## src/sv/rqwr_pkg.sv

```systemverilog
package rqwr_pkg;

  // Fixed field widths of the two channels.
  localparam int KIND_W    = 2;
  localparam int ID_W      = 8;
  localparam int LEN_OUT_W = 5;

  // Operation codes carried in the kind field.
  localparam logic [KIND_W-1:0] KIND_ENQ  = 2'd0;
  localparam logic [KIND_W-1:0] KIND_DISP = 2'd1;
  localparam logic [KIND_W-1:0] KIND_REM  = 2'd2;

  typedef enum logic [1:0] {
    ST_OK        = 2'd0,
    ST_FULL      = 2'd1,
    ST_EMPTY     = 2'd2,
    ST_NOT_FOUND = 2'd3
  } status_t;

  typedef enum logic [1:0] {
    S_IDLE,
    S_EXEC,
    S_SCAN,
    S_FIN
  } state_t;

  // Controller to datapath.
  typedef struct packed {
    logic latch_in;
    logic load_match;
    logic scan_step;
    logic commit;
  } ctrl_cmd_t;

  // Datapath to controller.
  typedef struct packed {
    logic is_remove;
    logic empty;
    logic scan_hit;
    logic scan_last;
  } dp_status_t;

endpackage

```

## src/sv/rqwr_in_if.sv

```systemverilog
interface rqwr_in_if import rqwr_pkg::*; ();
  logic              valid;
  logic              ready;
  logic [KIND_W-1:0] kind;
  logic [ID_W-1:0]   thread_id;

  modport source (output valid, output kind, output thread_id, input ready);
  modport sink   (input valid, input kind, input thread_id, output ready);
endinterface

```

## src/sv/rqwr_out_if.sv

```systemverilog
interface rqwr_out_if import rqwr_pkg::*; ();
  logic                 valid;
  logic                 ready;
  logic [ID_W-1:0]      dispatched_id;
  logic                 dispatch_valid;
  logic [LEN_OUT_W-1:0] queue_length;
  logic [1:0]           status;

  modport source (output valid, output dispatched_id, output dispatch_valid,
                  output queue_length, output status, input ready);
  modport sink   (input valid, input dispatched_id, input dispatch_valid,
                  input queue_length, input status, output ready);
endinterface

```

## src/sv/ready_queue_with_removal_unit.sv

```systemverilog
// Ready queue of thread identifiers, first in first out, with delete by value.
// The input channel carries one operation per beat: kind selects enqueue at
// the tail, dispatch of the head, or removal of the entry nearest the tail
// that equals thread_id. Every input beat yields exactly one result beat with
// the dispatched identifier (zero unless a dispatch succeeded), a flag for it,
// the queue length after the operation and a status code (ok, full, empty,
// not found). Failed operations leave the queue untouched.
// Enqueue, dispatch and removal from an empty queue run in two steps: the
// beat is captured, then the queue is updated and the result register is
// loaded. A new beat is taken only once the last one has updated the queue.
// A removal compares all entries at once, then walks the match vector from
// the top slot down one bit a cycle until a hit or the bottom slot, and
// then updates the queue and the result register.
// The result sits in a register; a new input beat is accepted while it waits,
// but the queue update for that beat stalls until the receiver takes the old
// result. Synchronous reset empties the queue and drops any pending result.
module ready_queue_with_removal_unit import rqwr_pkg::*; #(
  parameter int QUEUE_DEPTH = 16,
  parameter int ID_BITS     = 8
) (
  input logic        clk,
  input logic        rst_n,
  rqwr_in_if.sink    in_ch,
  rqwr_out_if.source out_ch
);

  ctrl_cmd_t  cmd;
  dp_status_t st;

  // The controller sequences each operation; the datapath holds the queue.
  rqwr_ctrl u_ctrl (
    .clk       (clk),
    .rst_n     (rst_n),
    .in_valid  (in_ch.valid),
    .in_ready  (in_ch.ready),
    .out_valid (out_ch.valid),
    .out_ready (out_ch.ready),
    .st        (st),
    .cmd       (cmd)
  );

  rqwr_datapath #(
    .QUEUE_DEPTH (QUEUE_DEPTH),
    .ID_BITS     (ID_BITS)
  ) u_dp (
    .clk                (clk),
    .rst_n              (rst_n),
    .cmd                (cmd),
    .st                 (st),
    .in_kind            (in_ch.kind),
    .in_thread_id       (in_ch.thread_id),
    .out_dispatched_id  (out_ch.dispatched_id),
    .out_dispatch_valid (out_ch.dispatch_valid),
    .out_queue_length   (out_ch.queue_length),
    .out_status         (out_ch.status)
  );

endmodule

```

## src/sv/rqwr_datapath.sv

```systemverilog
module rqwr_datapath import rqwr_pkg::*; #(
  parameter int QUEUE_DEPTH = 16,
  parameter int ID_BITS     = 8
) (
  input  logic                 clk,
  input  logic                 rst_n,
  input  ctrl_cmd_t            cmd,
  output dp_status_t           st,
  input  logic [KIND_W-1:0]    in_kind,
  input  logic [ID_W-1:0]      in_thread_id,
  output logic [ID_W-1:0]      out_dispatched_id,
  output logic                 out_dispatch_valid,
  output logic [LEN_OUT_W-1:0] out_queue_length,
  output logic [1:0]           out_status
);

  localparam int EW = (ID_BITS < ID_W) ? ID_BITS : ID_W;
  localparam int LW = $clog2(QUEUE_DEPTH + 1);
  localparam int IW = $clog2(QUEUE_DEPTH);

  logic [KIND_W-1:0] kind_r;
  logic [EW-1:0]     id_r;
  logic              found_r;
  logic [IW-1:0]     pos_r;
  logic [IW-1:0]     idx_r;
  logic [QUEUE_DEPTH-1:0] match_r;
  logic [EW-1:0]     entry_r [QUEUE_DEPTH];
  logic [LW-1:0]     length_r;

  logic          full;
  logic          empty;
  logic          do_write;
  logic          do_shift;
  logic [IW-1:0] shift_from;
  logic [LW-1:0] length_nxt;
  status_t       status_nxt;
  logic [ID_W-1:0] head_nxt;
  logic          head_valid_nxt;

  assign full  = (length_r == LW'(QUEUE_DEPTH));
  assign empty = (length_r == '0);

  assign st.is_remove = (kind_r == KIND_REM);
  assign st.empty     = empty;
  assign st.scan_hit  = match_r[QUEUE_DEPTH-1];
  assign st.scan_last = (idx_r == '0);

  // Decide the effect of the pending operation.
  always_comb begin
    do_write       = 1'b0;
    do_shift       = 1'b0;
    shift_from     = pos_r;
    length_nxt     = length_r;
    status_nxt     = ST_OK;
    head_nxt       = '0;
    head_valid_nxt = 1'b0;
    unique case (kind_r)
      KIND_ENQ: begin
        if (full) begin
          status_nxt = ST_FULL;
        end else begin
          do_write   = 1'b1;
          length_nxt = length_r + 1'b1;
        end
      end
      KIND_DISP: begin
        if (empty) begin
          status_nxt = ST_EMPTY;
        end else begin
          do_shift       = 1'b1;
          shift_from     = '0;
          length_nxt     = length_r - 1'b1;
          head_nxt       = ID_W'(entry_r[0]);
          head_valid_nxt = 1'b1;
        end
      end
      KIND_REM: begin
        if (!found_r) begin
          status_nxt = ST_NOT_FOUND;
        end else begin
          do_shift   = 1'b1;
          length_nxt = length_r - 1'b1;
        end
      end
      default: begin
      end
    endcase
  end

  always_ff @(posedge clk) begin
    if (cmd.latch_in) begin
      kind_r <= in_kind;
      id_r   <= in_thread_id[EW-1:0];
    end
  end

  // The match vector is walked from the top slot downward, so the first hit
  // is the entry nearest the tail.
  always_ff @(posedge clk) begin
    if (cmd.load_match) begin
      for (int i = 0; i < QUEUE_DEPTH; i++) begin
        match_r[i] <= (entry_r[i] == id_r) && (LW'(i) < length_r);
      end
      idx_r <= IW'(QUEUE_DEPTH - 1);
    end else if (cmd.scan_step && !match_r[QUEUE_DEPTH-1]) begin
      match_r <= match_r << 1;
      idx_r   <= idx_r - 1'b1;
    end
  end

  always_ff @(posedge clk) begin
    if (!rst_n) begin
      found_r <= 1'b0;
    end else if (cmd.latch_in) begin
      found_r <= 1'b0;
    end else if (cmd.scan_step && match_r[QUEUE_DEPTH-1]) begin
      found_r <= 1'b1;
    end
  end

  always_ff @(posedge clk) begin
    if (cmd.scan_step && match_r[QUEUE_DEPTH-1]) begin
      pos_r <= idx_r;
    end
  end

  always_ff @(posedge clk) begin
    for (int i = 0; i < QUEUE_DEPTH; i++) begin
      if (cmd.commit && do_shift && (IW'(i) >= shift_from) && (i < QUEUE_DEPTH - 1)) begin
        entry_r[i] <= entry_r[(i + 1) % QUEUE_DEPTH];
      end else if (cmd.commit && do_write && (LW'(i) == length_r)) begin
        entry_r[i] <= id_r;
      end
    end
  end

  always_ff @(posedge clk) begin
    if (!rst_n) begin
      length_r <= '0;
    end else if (cmd.commit) begin
      length_r <= length_nxt;
    end
  end

  always_ff @(posedge clk) begin
    if (cmd.commit) begin
      out_dispatched_id  <= head_nxt;
      out_dispatch_valid <= head_valid_nxt;
      out_queue_length   <= LEN_OUT_W'(length_nxt);
      out_status         <= status_nxt;
    end
  end

  a_len_bound: assert property (@(posedge clk) disable iff (!rst_n)
    length_r <= LW'(QUEUE_DEPTH))
    else $error("queue length exceeds depth");

  a_disp_dec: assert property (@(posedge clk) disable iff (!rst_n)
    cmd.commit && (kind_r == KIND_DISP) && !empty |=> length_r == $past(length_r) - 1'b1)
    else $error("dispatch did not shorten the queue");

  a_commit_valid_head: assert property (@(posedge clk) disable iff (!rst_n)
    cmd.commit |=> (out_dispatch_valid == (out_status == ST_OK && $past(kind_r) == KIND_DISP)))
    else $error("dispatch flag disagrees with status");

endmodule

```

## src/sv/rqwr_ctrl.sv

```systemverilog
module rqwr_ctrl import rqwr_pkg::*; (
  input  logic       clk,
  input  logic       rst_n,
  input  logic       in_valid,
  output logic       in_ready,
  output logic       out_valid,
  input  logic       out_ready,
  input  dp_status_t st,
  output ctrl_cmd_t  cmd
);

  state_t state_r;
  state_t state_nxt;
  logic   out_valid_r;
  logic   slot_free;

  assign slot_free = !out_valid_r || out_ready;
  assign out_valid = out_valid_r;

  always_comb begin
    state_nxt = state_r;
    unique case (state_r)
      S_IDLE: if (in_valid) state_nxt = S_EXEC;
      S_EXEC: begin
        if (st.is_remove && !st.empty) begin
          state_nxt = S_SCAN;
        end else if (slot_free) begin
          state_nxt = S_IDLE;
        end
      end
      S_SCAN: if (st.scan_hit || st.scan_last) state_nxt = S_FIN;
      S_FIN:  if (slot_free) state_nxt = S_IDLE;
      default: state_nxt = S_IDLE;
    endcase
  end

  always_comb begin
    in_ready       = 1'b0;
    cmd.latch_in   = 1'b0;
    cmd.load_match = 1'b0;
    cmd.scan_step  = 1'b0;
    cmd.commit     = 1'b0;
    unique case (state_r)
      S_IDLE: begin
        in_ready     = 1'b1;
        cmd.latch_in = in_valid;
      end
      S_EXEC: begin
        if (st.is_remove && !st.empty) begin
          cmd.load_match = 1'b1;
        end else begin
          cmd.commit = slot_free;
        end
      end
      S_SCAN: cmd.scan_step = 1'b1;
      S_FIN:  cmd.commit = slot_free;
      default: begin
      end
    endcase
  end

  always_ff @(posedge clk) begin
    if (!rst_n) begin
      state_r <= S_IDLE;
    end else begin
      state_r <= state_nxt;
    end
  end

  always_ff @(posedge clk) begin
    if (!rst_n) begin
      out_valid_r <= 1'b0;
    end else if (cmd.commit) begin
      out_valid_r <= 1'b1;
    end else if (out_ready) begin
      out_valid_r <= 1'b0;
    end
  end

  a_commit_room: assert property (@(posedge clk) disable iff (!rst_n)
    cmd.commit |-> (!out_valid_r || out_ready))
    else $error("result written over an untaken beat");

  a_accept_exec: assert property (@(posedge clk) disable iff (!rst_n)
    in_valid && in_ready |=> state_r == S_EXEC)
    else $error("accepted beat not executed");

  a_scan_end: assert property (@(posedge clk) disable iff (!rst_n)
    (state_r == S_SCAN) && st.scan_last |=> state_r == S_FIN)
    else $error("scan ran past the bottom slot");

endmodule
```

## src/flat_wrapper.sv

```systemverilog
// flat-port wrapper written by rule: the top's interface ports become plain ports
module ready_queue_with_removal_unit_flat import rqwr_pkg::*;
#(
  parameter int QUEUE_DEPTH = 16,
  parameter int ID_BITS     = 8
)
  (clk, rst_n, in_ch_valid, in_ch_kind, in_ch_thread_id, in_ch_ready, out_ch_valid, out_ch_dispatched_id, out_ch_dispatch_valid, out_ch_queue_length, out_ch_status, out_ch_ready);
  rqwr_in_if in_ch_i ();
  rqwr_out_if out_ch_i ();
  input logic clk;
  input logic rst_n;
  input wire logic [$bits(in_ch_i.valid)-1:0] in_ch_valid;
  input wire logic [$bits(in_ch_i.kind)-1:0] in_ch_kind;
  input wire logic [$bits(in_ch_i.thread_id)-1:0] in_ch_thread_id;
  output wire logic [$bits(in_ch_i.ready)-1:0] in_ch_ready;
  output wire logic [$bits(out_ch_i.valid)-1:0] out_ch_valid;
  output wire logic [$bits(out_ch_i.dispatched_id)-1:0] out_ch_dispatched_id;
  output wire logic [$bits(out_ch_i.dispatch_valid)-1:0] out_ch_dispatch_valid;
  output wire logic [$bits(out_ch_i.queue_length)-1:0] out_ch_queue_length;
  output wire logic [$bits(out_ch_i.status)-1:0] out_ch_status;
  input wire logic [$bits(out_ch_i.ready)-1:0] out_ch_ready;
  assign in_ch_i.valid = in_ch_valid;
  assign in_ch_i.kind = in_ch_kind;
  assign in_ch_i.thread_id = in_ch_thread_id;
  assign in_ch_ready = in_ch_i.ready;
  assign out_ch_valid = out_ch_i.valid;
  assign out_ch_dispatched_id = out_ch_i.dispatched_id;
  assign out_ch_dispatch_valid = out_ch_i.dispatch_valid;
  assign out_ch_queue_length = out_ch_i.queue_length;
  assign out_ch_status = out_ch_i.status;
  assign out_ch_i.ready = out_ch_ready;
  ready_queue_with_removal_unit #(.QUEUE_DEPTH(QUEUE_DEPTH), .ID_BITS(ID_BITS)) u_core (.clk(clk), .rst_n(rst_n), .in_ch(in_ch_i), .out_ch(out_ch_i));
endmodule
```

## config.mk

```make
export PLATFORM = sky130hd
export DESIGN_NAME = ready_queue_with_removal_unit_flat
export DESIGN_NICKNAME = d
export VERILOG_FILES = /design/src/sv/rqwr_pkg.sv /design/src/sv/rqwr_in_if.sv /design/src/sv/rqwr_out_if.sv /design/src/sv/ready_queue_with_removal_unit.sv /design/src/sv/rqwr_datapath.sv /design/src/sv/rqwr_ctrl.sv /design/src/flat_wrapper.sv
export SDC_FILE = /design/constraint.sdc
export NUM_CORES = 1
export LEC_CHECK = 0
export BUFFER_PORTS_ARGS = -buffer_cell sky130_fd_sc_hd__buf_2
export CAP_MARGIN = 20
export CORE_UTILIZATION = 30
export CTS_CLUSTER_SIZE = 8
export DETAILED_ROUTE_END_ITERATION = 10
export GPL_TIMING_DRIVEN = 0
export PLACE_DENSITY = 0.54
export SLEW_MARGIN = 20
export SYNTH_ARGS = -nofsm -noshare
export SYNTH_HDL_FRONTEND = slang
export SYNTH_SLANG_ARGS = --single-unit
```

## constraint.sdc

```tcl
create_clock -name clk -period 9.45 [get_ports clk]
set_clock_uncertainty 0.05 [all_clocks]
set_input_delay 2.835 -clock clk [delete_from_list [all_inputs] [get_ports clk]]
set_output_delay 2.835 -clock clk [all_outputs]
set_load 0.05 [all_outputs]
```

==> results.yml, run 1 <==
outcome:
  status: "finished clean"
finish:
  layout_common_cells: "174 x edfxtp_1, 120 x mux2_2, 69 x xnor2_1"
  post-route-util_pct: 34.7
  final_nets: 868
  syn_to_final_growth_pct: 13.0
  final_common_cell: "edfxtp_1"
  layout-drive-gt1-share_pct: 24.0
  diodes: 0
floorplanning:
  die_w_um: 185
  num_rows: 66
  dieArea_um2: 34200
  fp.dieH_um: 185
  io_pins: 32
  core_area_um2: 32700
  initial_utilization_pct: 30.7
yosys:
  synth_fa_ha_area_share_pct: 1.25
  postSynth.asyncResetShare_pct: 0
  ys_seq_area_share_pct: 54.6
  netlist_area_um2: 10000
  ys_seq_elements: 187
  synth_cells: 793
  syn-num-nets: 817
  yosys.area_share.simple_pct: 10.0
  synth_flop_cell: "edfxtp_1"
  ys_warn_count: 0
  synth_top_family_by_area: "multiplexers"
  synth_compound_gate_area_share_pct: 6.44
  synthMuxAreaShare_pct: 13.7
  yosys.area_share.xor_xnor_pct: 11.4
  syn-mean-instance-area_um2: 12.7
  synth_edf_count: 174
  ys_types: 54
placed_design:
  place_congestion: 0.899
  dp_hpwl_mm: 19.6
  port_buffers: 31
clocking:
  cts.repair.resized: 0
  cts_buffer_depth: 2
  cts_inserted_buffers: 17
  hold_buffers: 0
  cts_root_buffer: "clkbuf_16"
  clkSinkCount: 187
  clkTransAtPathRegs_ns: 0.08
  cts_setup_buffers: 0
  clk_latency_ns: 0.44
  cts_tree: "done"
  h-tree-depth: 4
timing:
  max_freq_ghz: 0.196
  slew_violations: 0
  period_share_pct: 54.0
  rsz0062_at_grt: "false"
  slew_headroom_pct: 24.1
  tightest_slew_ns: 1.14
  setup_viol: 0
  hold_viol: 0
  setup-tns-final_ns: 0
  period_minus_slack_ns: 5.10
global_routing:
  grt_antenna_before_repair: 0
  grt_max_degree: 23
  grt_pass1_wl_mm: 40.8
  grt_overflow_total: 0
  track_usage_pct: 16.5
  grt_pass1_vias: 6391
routing:
  viasPerCell: 5.01
  drt_iter0_markers: 577
  drcViolationCount: 0
  postRouteAntennaNets: 0
  wl_mm: 27.5
  vias: 6512
  first_pass_iters: 5
  avgRoutedWirePerCell_um: 21.2
critical_path:
  worstSetupEndpointType: "register"
  crit_path_start_kind: "input port"
  worstPathArrival_ns: 5.19
  path_max_fanout: 10
  critPathRequiredTime_ns: 9.54
  path_class: "input port to register"
pwr:
  power_density_nw_per_um2: 158
  max-vdd-ir-drop_v: 0.0000923
  p_leak_nw: 3.73
job:
  max_cap_violations: 0
min_path:
  hold_path.class: "register to register"
-- logic make-up (layout without fill, tap and decap cells) --
logic type,after synthesis,in the layout
adders and majority gates,10,10
buffers and inverters,69,133
DFF,187,187
AOI/OAI and AO/OA,92,92
xor gates and xnor gates,131,131
muxes,122,122
and+or+nand+nor,182,182
-- per-layer routing --
metal  wire length [um]  vias to the layer above  GRT usage [%]
met4                302                        0           3.67
met2              12400                      197           26.0
li1                   -                     3047              -
met5                  0                        -              0
met3               1540                       15           3.19
met1              13200                     3253           23.4
-- worst max-delay path, cell delays in order --
cell,delay (ns)
buf_2,0.07
nand2b_1,0.16
and2_1,0.21
clkbuf_1,0.40
o21ai_0,0.43
nor4_2,0.75
buf_2,0.33
-- path summary, 6_finish.rpt --
kind         cells after the start               startpoint                          to  slack [ns]
max                              7             out_ch_ready  u_core.u_dp.entry_r[1][59]        4.35
min                              0      u_core.u_dp.id_r[6]  u_core.u_dp.entry_r[1][62]        0.41
max reg2reg                      9  u_core.u_dp.length_r[1]      u_core.u_dp.match_r[3]        5.23
min reg2reg                      0      u_core.u_dp.id_r[6]  u_core.u_dp.entry_r[1][62]        0.41
-- per-stage QoR --
stage | total power, mW | area (um^2) | hold WS [ns] | cells | setup WS, ns
finish | 1.80 | 11300 | 0.410 | 1299 | 4.35
detailed placement | 1.09 | 10800 | 0.390 | 1267 | 3.97
floorplan | 1.04 | 10000 | 0.374 | 793 | 4.39
global route | 1.85 | 11300 | 0.440 | 1299 | 4.27
CTS | 1.81 | 11300 | 0.410 | 1299 | 4.43
global placement | 1.09 | 10800 | 0.384 | 1266 | 2.98
-- state kept, by name, summed over array words and instances (netlist names), 2 cells and up --
name,flops
u_core.u_dp.id_r,8
u_core.u_dp.match_r,16
u_core.u_dp.entry_r,128
u_core.u_dp.out_dispatched_id,8
u_core.u_dp.out_status,2
u_core.u_dp.idx_r,4
u_core.u_ctrl.state_r,2
u_core.u_dp.out_queue_length,5
u_core.u_dp.length_r,5
u_core.u_dp.pos_r,4
u_core.u_dp.kind_r,2
-- cell type report --
cell class	instances	area [um^2]
plain buffers	55	210
well taps	442	553
multi-input cells	537	4310
clock buffers	18	429
fillers	3278	21400
clock inverters	14	149
flip-flops and latches	187	5490
inverters	14	52.6
repair buffers	32	160
-- Yosys cell counts, types with 2 or more instances --
master,number,area [um^2]
nand3_1,16,80.1
o21ai_0,25,125
dfxtp_1,13,260
a2111oi_0,7,61.3
nor3b_1,4,30.0
mux2i_1,2,20.0
and3_1,11,68.8
and2_1,3,18.8
o41ai_1,3,26.3
o211ai_1,6,45.0
a21oi_1,16,80.1
a31o_2,2,17.5
or4_1,2,15.0
a31oi_1,2,12.5
inv_1,14,52.6
o32ai_1,3,26.3
nor2_1,19,71.3
ha_1,10,125
clkbuf_1,37,139
nand2b_1,6,37.5
edfxtp_1,174,5230
a21boi_0,2,15.0
o2111ai_1,3,26.3
a21o_1,9,67.6
a41o_1,2,20.0
or3_1,5,31.3
buf_1,16,60.1
buf_2,2,10.0
nor4_1,12,75.1
nor3_2,5,50.1
nor3_1,10,50.1
mux2_2,120,1350
nand4_1,24,150
nand2_1,53,199
xor2_1,62,543
nand3b_1,3,22.5
nor4_4,2,42.5
xnor2_1,69,604
a21oi_2,4,35.0
-- power by group --
group / internal (mW) / total (mW) / switching [mW]
Sequential: 0.912 / 0.924 / 0.0121
Clock: 0.375 / 0.718 / 0.343
Combinational: 0.0445 / 0.153 / 0.109
Total: 1.33 / 1.80 / 0.464
Power figures use the tool's default switching activity.
==> inputs of run 2 (changes only) <==
--- a/config.mk
+++ b/config.mk
@@ -11,7 +11,7 @@
 export CTS_CLUSTER_SIZE = 8
 export DETAILED_ROUTE_END_ITERATION = 10
 export GPL_TIMING_DRIVEN = 0
-export PLACE_DENSITY = 0.54
+export PLACE_DENSITY = 0.56
 export SLEW_MARGIN = 20
 export SYNTH_ARGS = -nofsm -noshare
 export SYNTH_HDL_FRONTEND = slang
==> constraint.sdc (replaced) <==
create_clock -name clk -period 4.65 [get_ports clk]
set_clock_uncertainty 0.05 [all_clocks]
set_input_delay 1.395 -clock clk [delete_from_list [all_inputs] [get_ports clk]]
set_output_delay 1.395 -clock clk [all_outputs]
set_load 0.05 [all_outputs]
==> run 2 against run 1 <==
Compared with the run above: final cell count hardly changed; critical path depth grew 2; sequential power grew 100%; setup slack worse by 3.8 ns; sequential share of layout area shrank 0.14 points; combinational power grew 100%; clock power grew 120%; via count shrank 0.37%; global-route usage decreased by 0.22 points; utilization grew 0.10 points; non-clock buffer count unchanged; critical endpoint is now u_core.u_dp.match_r[4]; largest cell class unchanged.
==> results.yml, run 2 (synthesized netlist as in run 1, its figures left out) <==
outcome:
  status: "finished clean"
clocking:
  clk_latency_ns: 0.44
  cts.repair.resized: 0
  h-tree-depth: 4
  cts_inserted_buffers: 17
  cts_setup_buffers: 0
  cts_root_buffer: "clkbuf_16"
  cts_buffer_depth: 2
  clkSinkCount: 187
  clkTransAtPathRegs_ns: 0.08
  cts_tree: "done"
  hold_buffers: 0
routing:
  viasPerCell: 5.00
  vias: 6488
  postRouteAntennaNets: 0
  drt_iter0_markers: 549
  avgRoutedWirePerCell_um: 20.8
  drcViolationCount: 0
  wl_mm: 26.9
  first_pass_iters: 5
critical_path:
  crit_path_start_kind: "register"
  rrSetupSlack_ns: 0.51
  timing.rr.start: "u_core.u_dp.length_r[1]"
  critPathRequiredTime_ns: 4.59
  path_max_fanout: 16
  reg2reg_to: "u_core.u_dp.match_r[4]"
  worstSetupEndpointType: "register"
  worstPathArrival_ns: 4.08
  path_class: "register to register"
  r2r_cells: 9
pwr:
  p_int_mw: 2.81
  sequentialPowerShare_pct: 50.2
  p_sw_mw: 0.933
  max-vdd-ir-drop_v: 0.000240
  p_leak_nw: 3.75
  p_sw_share_pct: 25.0
  clkPwrFrac_pct: 41.5
  power_density_nw_per_um2: 329
  combPwrFrac_pct: 8.3
timing:
  max_freq_ghz: 0.241
  rsz0062_at_grt: "false"
  tightest_slew_ns: 1.16
  hold_viol: 0
  slew_violations: 0
  setup_slack_ns: 0.506
  period_share_pct: 89.1
  setup_viol: 0
  period_minus_slack_ns: 4.14
  slew_headroom_pct: 22.8
floorplanning:
  fp.dieH_um: 185
  io_pins: 32
  initial_utilization_pct: 30.7
  die_w_um: 185
  core_area_um2: 32700
  num_rows: 66
  dieArea_um2: 34200
min_path:
  hp-start: "u_core.u_dp.id_r[6]"
  hold_depth: 0
  holdPathEnd: "u_core.u_dp.entry_r[1][62]"
  hold_path.class: "register to register"
finish:
  syn_to_final_growth_pct: 13.3
  final_common_cell: "edfxtp_1"
  diodes: 0
  layout_common_cells: "174 x edfxtp_1, 120 x mux2_2, 69 x xnor2_1"
  final_area_um2: 11400
  largest_register_ffs: 128
  top_regs: "u_core.u_dp.entry_r: 128 flops, u_core.u_dp.match_r: 16 flops"
  final_nets: 868
  largest_register: "u_core.u_dp.entry_r"
  layout-drive-gt1-share_pct: 24.1
global_routing:
  track_usage_pct: 16.3
  grt_pass1_wl_mm: 40.4
  grt_pass1_vias: 6463
  grt_max_degree: 23
  grt_overflow_total: 0
  grt_antenna_before_repair: 0
placed_design:
  dp_hpwl_mm: 19.5
  port_buffers: 31
  place_area_um2: 10800
  place_ws_ns: 0.478
  place_congestion: 0.906
job:
  max_cap_violations: 0
[run 2: critical path, stage by stage, from the launching register on]
cell      delay (ns)
dfxtp_1         0.39
clkbuf_1        0.29
inv_1           0.18
ha_1            0.32
nor4b_1         0.50
nor2_1          0.13
nand2_1         0.11
clkbuf_1        0.54
clkbuf_1        0.52
nand2_1         0.65
[run 2: final cells by class]
cell class                      count  area (um^2)
Tap cell                          442          553
Clock buffer                       18          429
Timing Repair Buffer               32          160
Sequential cell                   187         5490
Inverter                           14         52.6
Fill cell                        3254        21300
Buffer                             55          210
Multi-Input combinational cell    537         4310
Clock inverter                     13          181
[run 2: per-layer routing]
layer | wire [um] | track usage [%] | part of all wire (%) | vias up
met5 | 0 | 0 | 0 | -
met4 | 539 | 5.09 | 2.0 | 0
met3 | 1420 | 2.95 | 5.3 | 28
met2 | 12000 | 24.9 | 45 | 213
met1 | 13000 | 23.3 | 48 | 3210
li1 | - | - | - | 3037
[run 2: worst max-delay path by stage]
stage                                  startpoint                          to  slack [ns]
after floorplan                      out_ch_ready  u_core.u_dp.entry_r[1][56]        1.03
after global placement               out_ch_ready  u_core.u_dp.entry_r[1][60]       -0.33
after detailed placement  u_core.u_dp.length_r[1]      u_core.u_dp.match_r[3]        0.48
after CTS                 u_core.u_dp.length_r[1]      u_core.u_dp.match_r[4]        0.50
after global routing      u_core.u_dp.length_r[1]      u_core.u_dp.match_r[4]        0.18
final                     u_core.u_dp.length_r[1]      u_core.u_dp.match_r[4]        0.51
[run 2: metrics by stage]
step | instances | TNS [ns] | util (%) | hold slack [ns] | total power, mW
detailed placement | 1267 | 0 | 32.9 | 0.387 | 2.22
CTS | 1298 | 0 | 34.8 | 0.406 | 3.75
global route | 1298 | 0 | 34.8 | 0.423 | 3.85
floorplan | 793 | 0 | - | 0.374 | 2.12
finish | 1298 | 0 | 34.8 | 0.408 | 3.74
global placement | 1266 | -2.66 | 32.9 | 0.384 | 2.22
[run 2: power groups by stage]
| stage | combinational (mW) | sequential [mW] | clock (mW) |
|---|---|---|---|
| floorplan | 0.177 | 1.94 | 0 |
| global placement | 0.307 | 1.92 | 0 |
| detailed placement | 0.307 | 1.91 | 0 |
| CTS | 0.308 | 1.88 | 1.56 |
| global route | 0.334 | 1.88 | 1.63 |
| finish | 0.309 | 1.88 | 1.55 |
